**src/design/ccf_pkg.sv**
```systemverilog
`timescale 1ns / 1ps
// ----------------------------------------------------------------------------
// ccf_pkg: shared types and constants of the character counting credit unit
// Beat formats, command and status codes, register indexes and reset values.
// ----------------------------------------------------------------------------
package ccf_pkg;

   localparam int LEN_W       = 10;
   localparam int STATUS_W    = 3;
   localparam int LINES_W     = 7;
   localparam int CMD_W       = 2;
   localparam int CSR_IDX_W   = 2;
   localparam int QUEUE_DEPTH = 64;

   localparam logic [LEN_W-1:0] CREDIT_MAX   = 10'd1023;
   localparam logic [LEN_W-1:0] CAP_RESET    = 10'd128;

   localparam logic [CMD_W-1:0] CMD_SEND     = 2'd0;
   localparam logic [CMD_W-1:0] CMD_ACK      = 2'd1;
   localparam logic [CMD_W-1:0] CMD_SOFT_RST = 2'd2;

   localparam logic [STATUS_W-1:0] STATUS_ACCEPTED  = 3'd0;
   localparam logic [STATUS_W-1:0] STATUS_WAIT      = 3'd1;
   localparam logic [STATUS_W-1:0] STATUS_HALTED    = 3'd2;
   localparam logic [STATUS_W-1:0] STATUS_ACK_EMPTY = 3'd3;
   localparam logic [STATUS_W-1:0] STATUS_RST_DONE  = 3'd4;

   localparam logic [CSR_IDX_W-1:0] CSR_BUFFER_CAPACITY = 2'd0;
   localparam logic [CSR_IDX_W-1:0] CSR_HALT            = 2'd1;
   localparam logic [CSR_IDX_W-1:0] CSR_LINK_UP         = 2'd2;

   typedef struct packed {
      logic [CMD_W-1:0] cmd;
      logic [LEN_W-1:0] line_length;
   } req_type;

   typedef struct packed {
      logic [STATUS_W-1:0] status;
      logic [LEN_W-1:0]    credit_left;
      logic [LINES_W-1:0]  lines_outstanding;
   } rsp_type;

   typedef struct packed {
      logic [LEN_W-1:0] buffer_capacity;
      logic             halt;
      logic             link_up;
   } cfg_type;

   typedef enum logic {
      ST_IDLE,
      ST_EXEC
   } state_type;

endpackage

```
**src/design/ccf_len_ram.sv**
```systemverilog
`timescale 1ns / 1ps
// ----------------------------------------------------------------------------
// ccf_len_ram: line length queue storage
// Synchronous memory with one write port and one registered read port.
// ----------------------------------------------------------------------------
module ccf_len_ram #(
   parameter int DEPTH = ccf_pkg::QUEUE_DEPTH
) (
   input  logic                         clock,
   input  logic                         wr_en,
   input  logic [$clog2(DEPTH)-1:0]     wr_addr,
   input  logic [ccf_pkg::LEN_W-1:0]    wr_data,
   input  logic [$clog2(DEPTH)-1:0]     rd_addr,
   output logic [ccf_pkg::LEN_W-1:0]    rd_data
);

   logic [ccf_pkg::LEN_W-1:0] mem [DEPTH];
   logic [ccf_pkg::LEN_W-1:0] rd_data_ff;

   always_ff @(posedge clock) begin
      if (wr_en) begin
         mem[wr_addr] <= wr_data;
      end
      rd_data_ff <= mem[rd_addr];
   end

   assign rd_data = rd_data_ff;

endmodule

```
**src/design/ccf_ctrl.sv**
```systemverilog
`timescale 1ns / 1ps
// ----------------------------------------------------------------------------
// ccf_ctrl: credit and queue control
// Holds the free credit and queue pointers, executes one command per item
// against the length memory and drives the result register.
// ----------------------------------------------------------------------------
module ccf_ctrl #(
   parameter int QUEUE_DEPTH = ccf_pkg::QUEUE_DEPTH
) (
   input  logic                             clock,
   input  logic                             reset,
   input  ccf_pkg::cfg_type                 cfg,
   input  logic                             req_valid,
   output logic                             req_ready,
   input  ccf_pkg::req_type                 req_data,
   output logic                             rsp_valid,
   input  logic                             rsp_ready,
   output ccf_pkg::rsp_type                 rsp_data,
   output logic                             mem_wr_en,
   output logic [$clog2(QUEUE_DEPTH)-1:0]   mem_wr_addr,
   output logic [ccf_pkg::LEN_W-1:0]        mem_wr_data,
   output logic [$clog2(QUEUE_DEPTH)-1:0]   mem_rd_addr,
   input  logic [ccf_pkg::LEN_W-1:0]        mem_rd_data
);

   localparam int PTR_W = $clog2(QUEUE_DEPTH);
   localparam int CNT_W = $clog2(QUEUE_DEPTH + 1);
   localparam logic [PTR_W-1:0] LAST_SLOT = PTR_W'(QUEUE_DEPTH - 1);
   localparam logic [CNT_W-1:0] FULL_CNT  = CNT_W'(QUEUE_DEPTH);

   ccf_pkg::state_type state_ff, state_in;
   ccf_pkg::req_type   item_ff, item_in;
   ccf_pkg::rsp_type   rsp_ff, rsp_in;
   logic               rsp_valid_ff, rsp_valid_in;
   logic [ccf_pkg::LEN_W-1:0] credit_ff, credit_in;
   logic [PTR_W-1:0]   head_ff, head_in;
   logic [PTR_W-1:0]   tail_ff, tail_in;
   logic [CNT_W-1:0]   count_ff, count_in;

   logic                        exec_go;
   logic [ccf_pkg::LEN_W:0]     credit_sum;
   logic [CNT_W+ccf_pkg::LINES_W-1:0] count_wide;
   logic [ccf_pkg::STATUS_W-1:0] status;

   assign exec_go = (state_ff == ccf_pkg::ST_EXEC) && (!rsp_valid_ff || rsp_ready);

   always_comb begin
      state_in = state_ff;
      unique case (state_ff)
         ccf_pkg::ST_IDLE: begin
            if (req_valid) begin
               state_in = ccf_pkg::ST_EXEC;
            end
         end
         ccf_pkg::ST_EXEC: begin
            if (exec_go) begin
               state_in = ccf_pkg::ST_IDLE;
            end
         end
         default: state_in = ccf_pkg::ST_IDLE;
      endcase
   end

   always_comb begin
      req_ready    = (state_ff == ccf_pkg::ST_IDLE);
      item_in      = (req_valid && req_ready) ? req_data : item_ff;
      credit_in    = credit_ff;
      head_in      = head_ff;
      tail_in      = tail_ff;
      count_in     = count_ff;
      mem_wr_en    = 1'b0;
      status       = ccf_pkg::STATUS_WAIT;
      credit_sum   = {1'b0, credit_ff} + {1'b0, mem_rd_data};
      rsp_in       = rsp_ff;
      rsp_valid_in = rsp_valid_ff && !rsp_ready;
      if (exec_go) begin
         unique case (item_ff.cmd)
            ccf_pkg::CMD_SEND: begin
               if (cfg.halt) begin
                  status = ccf_pkg::STATUS_HALTED;
               end else if (cfg.link_up && (item_ff.line_length <= credit_ff) &&
                            (count_ff != FULL_CNT)) begin
                  credit_in = credit_ff - item_ff.line_length;
                  mem_wr_en = 1'b1;
                  tail_in   = (tail_ff == LAST_SLOT) ? '0 : tail_ff + PTR_W'(1);
                  count_in  = count_ff + CNT_W'(1);
                  status    = ccf_pkg::STATUS_ACCEPTED;
               end
            end
            ccf_pkg::CMD_ACK: begin
               if (count_ff == '0) begin
                  status = ccf_pkg::STATUS_ACK_EMPTY;
               end else begin
                  credit_in = credit_sum[ccf_pkg::LEN_W] ? ccf_pkg::CREDIT_MAX
                                                         : credit_sum[ccf_pkg::LEN_W-1:0];
                  head_in   = (head_ff == LAST_SLOT) ? '0 : head_ff + PTR_W'(1);
                  count_in  = count_ff - CNT_W'(1);
                  status    = ccf_pkg::STATUS_ACCEPTED;
               end
            end
            ccf_pkg::CMD_SOFT_RST: begin
               credit_in = cfg.buffer_capacity;
               head_in   = '0;
               tail_in   = '0;
               count_in  = '0;
               status    = ccf_pkg::STATUS_RST_DONE;
            end
            default: status = ccf_pkg::STATUS_WAIT;
         endcase
         rsp_valid_in = 1'b1;
      end
      count_wide = {{ccf_pkg::LINES_W{1'b0}}, count_in};
      if (exec_go) begin
         rsp_in.status            = status;
         rsp_in.credit_left       = credit_in;
         rsp_in.lines_outstanding = count_wide[ccf_pkg::LINES_W-1:0];
      end
   end

   always_ff @(posedge clock) begin
      if (reset) begin
         state_ff     <= ccf_pkg::ST_IDLE;
         rsp_valid_ff <= 1'b0;
         credit_ff    <= ccf_pkg::CAP_RESET;
         head_ff      <= '0;
         tail_ff      <= '0;
         count_ff     <= '0;
      end else begin
         state_ff     <= state_in;
         rsp_valid_ff <= rsp_valid_in;
         credit_ff    <= credit_in;
         head_ff      <= head_in;
         tail_ff      <= tail_in;
         count_ff     <= count_in;
      end
   end

   always_ff @(posedge clock) begin
      item_ff <= item_in;
      rsp_ff  <= rsp_in;
   end

   assign rsp_valid   = rsp_valid_ff;
   assign rsp_data    = rsp_ff;
   assign mem_wr_addr = tail_ff;
   assign mem_wr_data = item_ff.line_length;
   assign mem_rd_addr = head_ff;

endmodule

```
**src/design/char_count_credit_flow_unit.sv**
```systemverilog
`timescale 1ns / 1ps
// ----------------------------------------------------------------------------
// char_count_credit_flow_unit: sender-side character credit tracker
// Tracks free receiver buffer credit and queues the lengths of unacknowledged
// lines in an on-chip memory.
// ----------------------------------------------------------------------------
// Each request beat is answered by a response beat once its command executes:
// the accepting edge loads the registered read of the length memory at the
// queue head, and the execute edge, taken once the response register is free,
// executes the command, writes back and loads the response register. The next
// request can be accepted at the edge after the execute edge, so a request is
// not taken while the previous one still waits to execute. The response
// register lets a finished beat wait while the next request is accepted; that
// request then executes once the waiting beat is taken. The length memory needs
// no clearing after reset. Configuration writes are always accepted.
module char_count_credit_flow_unit #(
   parameter int QUEUE_DEPTH = ccf_pkg::QUEUE_DEPTH
) (
   input  logic                              clock,
   input  logic                              reset,
   input  logic                              req_valid,
   output logic                              req_ready,
   input  ccf_pkg::req_type                  req_data,
   output logic                              rsp_valid,
   input  logic                              rsp_ready,
   output ccf_pkg::rsp_type                  rsp_data,
   input  logic                              csr_valid,
   output logic                              csr_ready,
   input  logic [ccf_pkg::CSR_IDX_W-1:0]     csr_index,
   input  logic [ccf_pkg::LEN_W-1:0]         csr_wdata
);

   localparam int PTR_W = $clog2(QUEUE_DEPTH);

   ccf_pkg::cfg_type cfg_ff, cfg_in;

   logic                      mem_wr_en;
   logic [PTR_W-1:0]          mem_wr_addr;
   logic [ccf_pkg::LEN_W-1:0] mem_wr_data;
   logic [PTR_W-1:0]          mem_rd_addr;
   logic [ccf_pkg::LEN_W-1:0] mem_rd_data;

   assign csr_ready = 1'b1;

   always_comb begin
      cfg_in = cfg_ff;
      if (csr_valid && csr_ready) begin
         unique case (csr_index)
            ccf_pkg::CSR_BUFFER_CAPACITY: cfg_in.buffer_capacity = csr_wdata;
            ccf_pkg::CSR_HALT:            cfg_in.halt            = csr_wdata[0];
            ccf_pkg::CSR_LINK_UP:         cfg_in.link_up         = csr_wdata[0];
            default:                      cfg_in                 = cfg_ff;
         endcase
      end
   end

   always_ff @(posedge clock) begin
      if (reset) begin
         cfg_ff.buffer_capacity <= ccf_pkg::CAP_RESET;
         cfg_ff.halt            <= 1'b0;
         cfg_ff.link_up         <= 1'b0;
      end else begin
         cfg_ff <= cfg_in;
      end
   end

   ccf_ctrl #(
      .QUEUE_DEPTH(QUEUE_DEPTH)
   ) u_ctrl (
      .clock       (clock),
      .reset       (reset),
      .cfg         (cfg_ff),
      .req_valid   (req_valid),
      .req_ready   (req_ready),
      .req_data    (req_data),
      .rsp_valid   (rsp_valid),
      .rsp_ready   (rsp_ready),
      .rsp_data    (rsp_data),
      .mem_wr_en   (mem_wr_en),
      .mem_wr_addr (mem_wr_addr),
      .mem_wr_data (mem_wr_data),
      .mem_rd_addr (mem_rd_addr),
      .mem_rd_data (mem_rd_data)
   );

   ccf_len_ram #(
      .DEPTH(QUEUE_DEPTH)
   ) u_ram (
      .clock   (clock),
      .wr_en   (mem_wr_en),
      .wr_addr (mem_wr_addr),
      .wr_data (mem_wr_data),
      .rd_addr (mem_rd_addr),
      .rd_data (mem_rd_data)
   );

endmodule

```
**config.mk**
```make
export PLATFORM = sky130hd
export DESIGN_NAME = char_count_credit_flow_unit
export DESIGN_NICKNAME = d
export VERILOG_FILES = /design/src/design/ccf_pkg.sv /design/src/design/ccf_len_ram.sv /design/src/design/ccf_ctrl.sv /design/src/design/char_count_credit_flow_unit.sv
export SDC_FILE = /design/constraint.sdc
export NUM_CORES = 1
export LEC_CHECK = 0
export BUFFER_PORTS_ARGS = -buffer_cell sky130_fd_sc_hd__buf_2
export CAP_MARGIN = 40
export CORE_ASPECT_RATIO = 0.7
export CORE_MARGIN = 2
export CORE_UTILIZATION = 55
export CTS_BUF_LIST = sky130_fd_sc_hd__clkbuf_8
export DETAILED_ROUTE_END_ITERATION = 7
export PLACE_DENSITY = 0.71
export SLEW_MARGIN = 20
export SYNTH_ARGS = -nofsm -noshare
export SYNTH_HDL_FRONTEND = slang
export SYNTH_SLANG_ARGS = --single-unit
```
**constraint.sdc**
```tcl
create_clock -name clock -period 4.45 [get_ports clock]
set_input_delay 0.445 -clock clock [delete_from_list [all_inputs] [get_ports clock]]
set_output_delay 0.445 -clock clock [all_outputs]
set_load 0.05 [all_outputs]
```
==> flow_summary_export.csv <==
group,metric,value,unit
run_status,status,"complete, no violations",
logic_synthesis,synth_edf_count,672,
global_route,antenna_found_initial,1,
power,ir_worst_vdd,0.000280,V
logic_synthesis,netlist_area,29400,um2
logic_synthesis,synth_top_cell_by_area,"edfxtp_1",
setup_path,crit_type,"register to register",
power,p_leak,0.0105,uW
cts,clockRootBuffer,"clkbuf_8",
setup_path,crit_chain,"inv_2 > nand2_1 > nor2_1 > nand2_2 > or4b_1 > nor2_2",
routing,routed_wl,70400,um
setup_path,required,4800,ps
cells_and_area,syn_to_final_growth,12.6,%
timing,worst_pin_slew,886,ps
cts,cts_hold_buf,22,
global_route,grt_max_degree,65,
cts,clock_sinks,725,
placement,globalplace.congestion,0.913,
setup_path,slowest_stage,"or4b_1",
routing,vias,15900,
placement,dpl.hpwl,43400,um
setup_path,worstPathMaxFanout,13,
logic_synthesis,synth_area_per_cell,19.2,um2
cts,path_clk_slew,60,ps
die,die_y,197,um
logic_synthesis,synth_top_area_share,68.6,%
timing,setup_violations,0,
timing,min_period,3740,ps
placement,portBuffers,50,
timing,setup_tns,0,ps
cells_and_area,fin_nets,1778,
cells_and_area,drive_above_1_share,28.6,%
cells_and_area,fin_area,33100,um2
cells_and_area,n_antenna_cell,0,
logic_synthesis,synth_cell_type_count,73,
placement,placed_area,31000,um2
logic_synthesis,postSynth.asyncResetShare,0,%
logic_synthesis,netlist_top_cells_area,"edfxtp_1 69%, mux4_2 15%, dfxtp_1 3.6%",
logic_synthesis,ys.warnings.count,0,
flow_run,max_cap_viol_count,0,
cells_and_area,nFillCells,3609,
timing,skew,28.2,ps
cts,post_cts_buffers,0,
cts,cts_resized,0,
global_route,overflow,0,
timing,slew_viol_final,0,
min_path,worstHoldPathType,"input port to register",
cts,cts_buffers,103,
routing,via_per_inst,6.38,
die,io_pins,52,
logic_synthesis,seq_area_frac_synth,72.2,%
setup_path,cp-startpoint,"u_ctrl.item_ff[10]$_DFFE_PP_",
global_route,grt_pass1_vias,15500,
routing,routedWlPerCell,28.3,um
logic_synthesis,netlist_instances,1535,
routing,drc_errors,0,
timing,rsz0062_at_grt,"no",
routing,ant_nets,0,
global_route,grt_pass1_wl,104000,um
cts,clock_latency,720,ps
die,dieArea,55400,um2
die,start_util,56.0,%
routing,drt_iter0_markers,2247,
cts,clockBufferDepth,3,
power,powerDensity,390,nW/um2
setup_path,cp_slowest_stage_delay,820,ps
logic_synthesis,ys_seq_elements,725,
logic_synthesis,syn-num-nets,1591,
setup_path,critPathCaptureType,"register",
min_path,min_from,"csr_wdata[0]",
cts,cts_tree,"yes",
timing,finalHoldViolations,0,
die,num_rows,70,
global_route,grt_usage,26.2,%
timing,maxSlewHeadroom,40.9,%
logic_synthesis,synth_top_flop_cell,"edfxtp_1",
setup_path,reg2reg_from,"u_ctrl.item_ff[10]$_DFFE_PP_",
setup_path,arrival,4100,ps
cts,h-tree-depth,3,
die,die_w,280,um
setup_path,startpoint_type,"register",
timing,max_clock_freq,267,MHz
routing,drt_pass1_iterations,5,
timing,period_share,84.1,%
die,core,52600,um2
==> where the power goes <==
| part | switching (uW) | leakage, uW | internal, uW |
|---|---|---|---|
| clock network | 2500 | 0.00108 | 2330 |
| registers | 34.1 | 0.00649 | 7490 |
| logic | 370 | 0.00298 | 181 |
==> Yosys cell counts (3+ instances only) <==
cell       count
xor2_1         9
nand2_1       58
a22o_1         3
mux2i_1       27
nor3_1        13
clkbuf_1      45
nand4_1        9
o2111ai_1      3
o21ai_0       31
buf_2         27
o221ai_1       4
o31ai_1        4
mux2_2        11
o21bai_1       5
nor2_2         8
dfxtp_1       53
a22oi_1        5
nor2_1        94
ha_1          25
a21o_1         8
edfxtp_1     672
a32oi_1        4
or4b_1         3
nand2b_1       4
nor2b_1        3
nand3_1       16
a31oi_1        9
xnor2_1        6
o21a_1         5
a211o_1        3
a211oi_1       9
o211ai_1       4
nand3b_1       7
or3_1         10
or2_2          3
inv_1         26
mux4_2       200
buf_1         11
and2_1         9
a21oi_1       33
o22ai_1        3
o21ai_1       10
nor4_1         5
==> routing by layer <==
metal	track usage [%]	wire, um	vias up	part of all wire, %
met3	9.30	8240	101	12
met4	5.35	1100	0	1.6
met5	0	0	-	0
met1	39.8	30500	8174	43
li1	-	-	6681	-
met2	36.8	30600	913	43
==> final timing paths <==
check / to / slack (ps) / cells after the start
worst max-delay path: u_ram.mem[19][8]$_DFFE_PP_ / 710 / 6
worst min-delay path: cfg_ff[0]$_SDFFE_PP0P_ / 40 / 3
worst max register to register: u_ram.mem[19][8]$_DFFE_PP_ / 710 / 6
worst min register to register: cfg_ff[2]$_SDFFE_PP0P_ / 520 / 2
==> worst max-delay path: cells and delay by family (launching register included) <==
family / cells / cell delay (ps)
simple gates: 5 / 2490
buf+inv: 1 / 260
flops: 1 / 620
==> cell usage in the layout (no fill, tap or decap), types with 11 or more instances in the layout <==
cell type / count
edfxtp_1: 672
inv_1: 56
dlygate4sd3_1: 22
buf_2: 50
nor2_1: 94
nand3_1: 16
mux2_2: 11
a21oi_1: 33
dfxtp_1: 49
mux4_2: 200
o21ai_0: 31
ha_1: 25
nand2_1: 58
clkinv_1: 27
clkbuf_8: 109
clkinv_2: 15
nor3_1: 12
buf_4: 87
mux2i_1: 27
==> final cells by class <==
cell class / instances / area, um2 / area share (%)
sequential: 725 / 21300 / 64.2
multi-input combinational: 696 / 7710 / 23.3
clock buffer: 109 / 1500 / 4.53
timing repair buffer: 168 / 1290 / 3.90
tap: 684 / 856 / 2.59
clock inverter: 79 / 382 / 1.15
inverter: 28 / 105 / 0.318
==> kinds of logic after synthesis <==
| logic type | Yosys count | share of synthesized area [%] |
|---|---|---|
| flip-flops | 725 | 72.2 |
| AND/OR/NAND/NOR | 256 | 4.25 |
| multiplexers | 238 | 16.7 |
| AO/OA/AOI/OAI | 159 | 3.59 |
| buffers and inverters | 114 | 1.60 |
| adder cells (fa/ha/maj) | 27 | 1.20 |
| XOR/XNOR | 15 | 0.447 |
| other | 1 | 0.0128 |
==> metrics by stage <==
step                      util (%)  instances  hold slack [ps]  power (uW)  setup WS [ps]
after CTS                     63.0       2488             4.15       13000            776
final                         63.0       2489             43.2       12900            706
after floorplan                  -       1535              442        7990            546
after global placement        58.9       2274              486        8190            831
after global routing          63.0       2489             8.20       13300            518
after detailed placement      59.0       2278              496        8200            788
==> registers in the layout, summed over array words and instances, names as in the netlist <==
register,count
u_ctrl.mem_rd_addr,6
u_ctrl.rsp_valid,1
u_ctrl.mem_wr_data,10
u_ctrl.count_ff,7
cfg_ff,12
u_ram.mem,640
u_ctrl.rsp_data,20
u_ctrl.item_ff,2
u_ram.rd_data,10
u_ctrl.mem_wr_addr,6
u_ctrl.credit_ff,10
u_ctrl.state_ff,1
No activity file was read; power rests on OpenSTA's default activity.
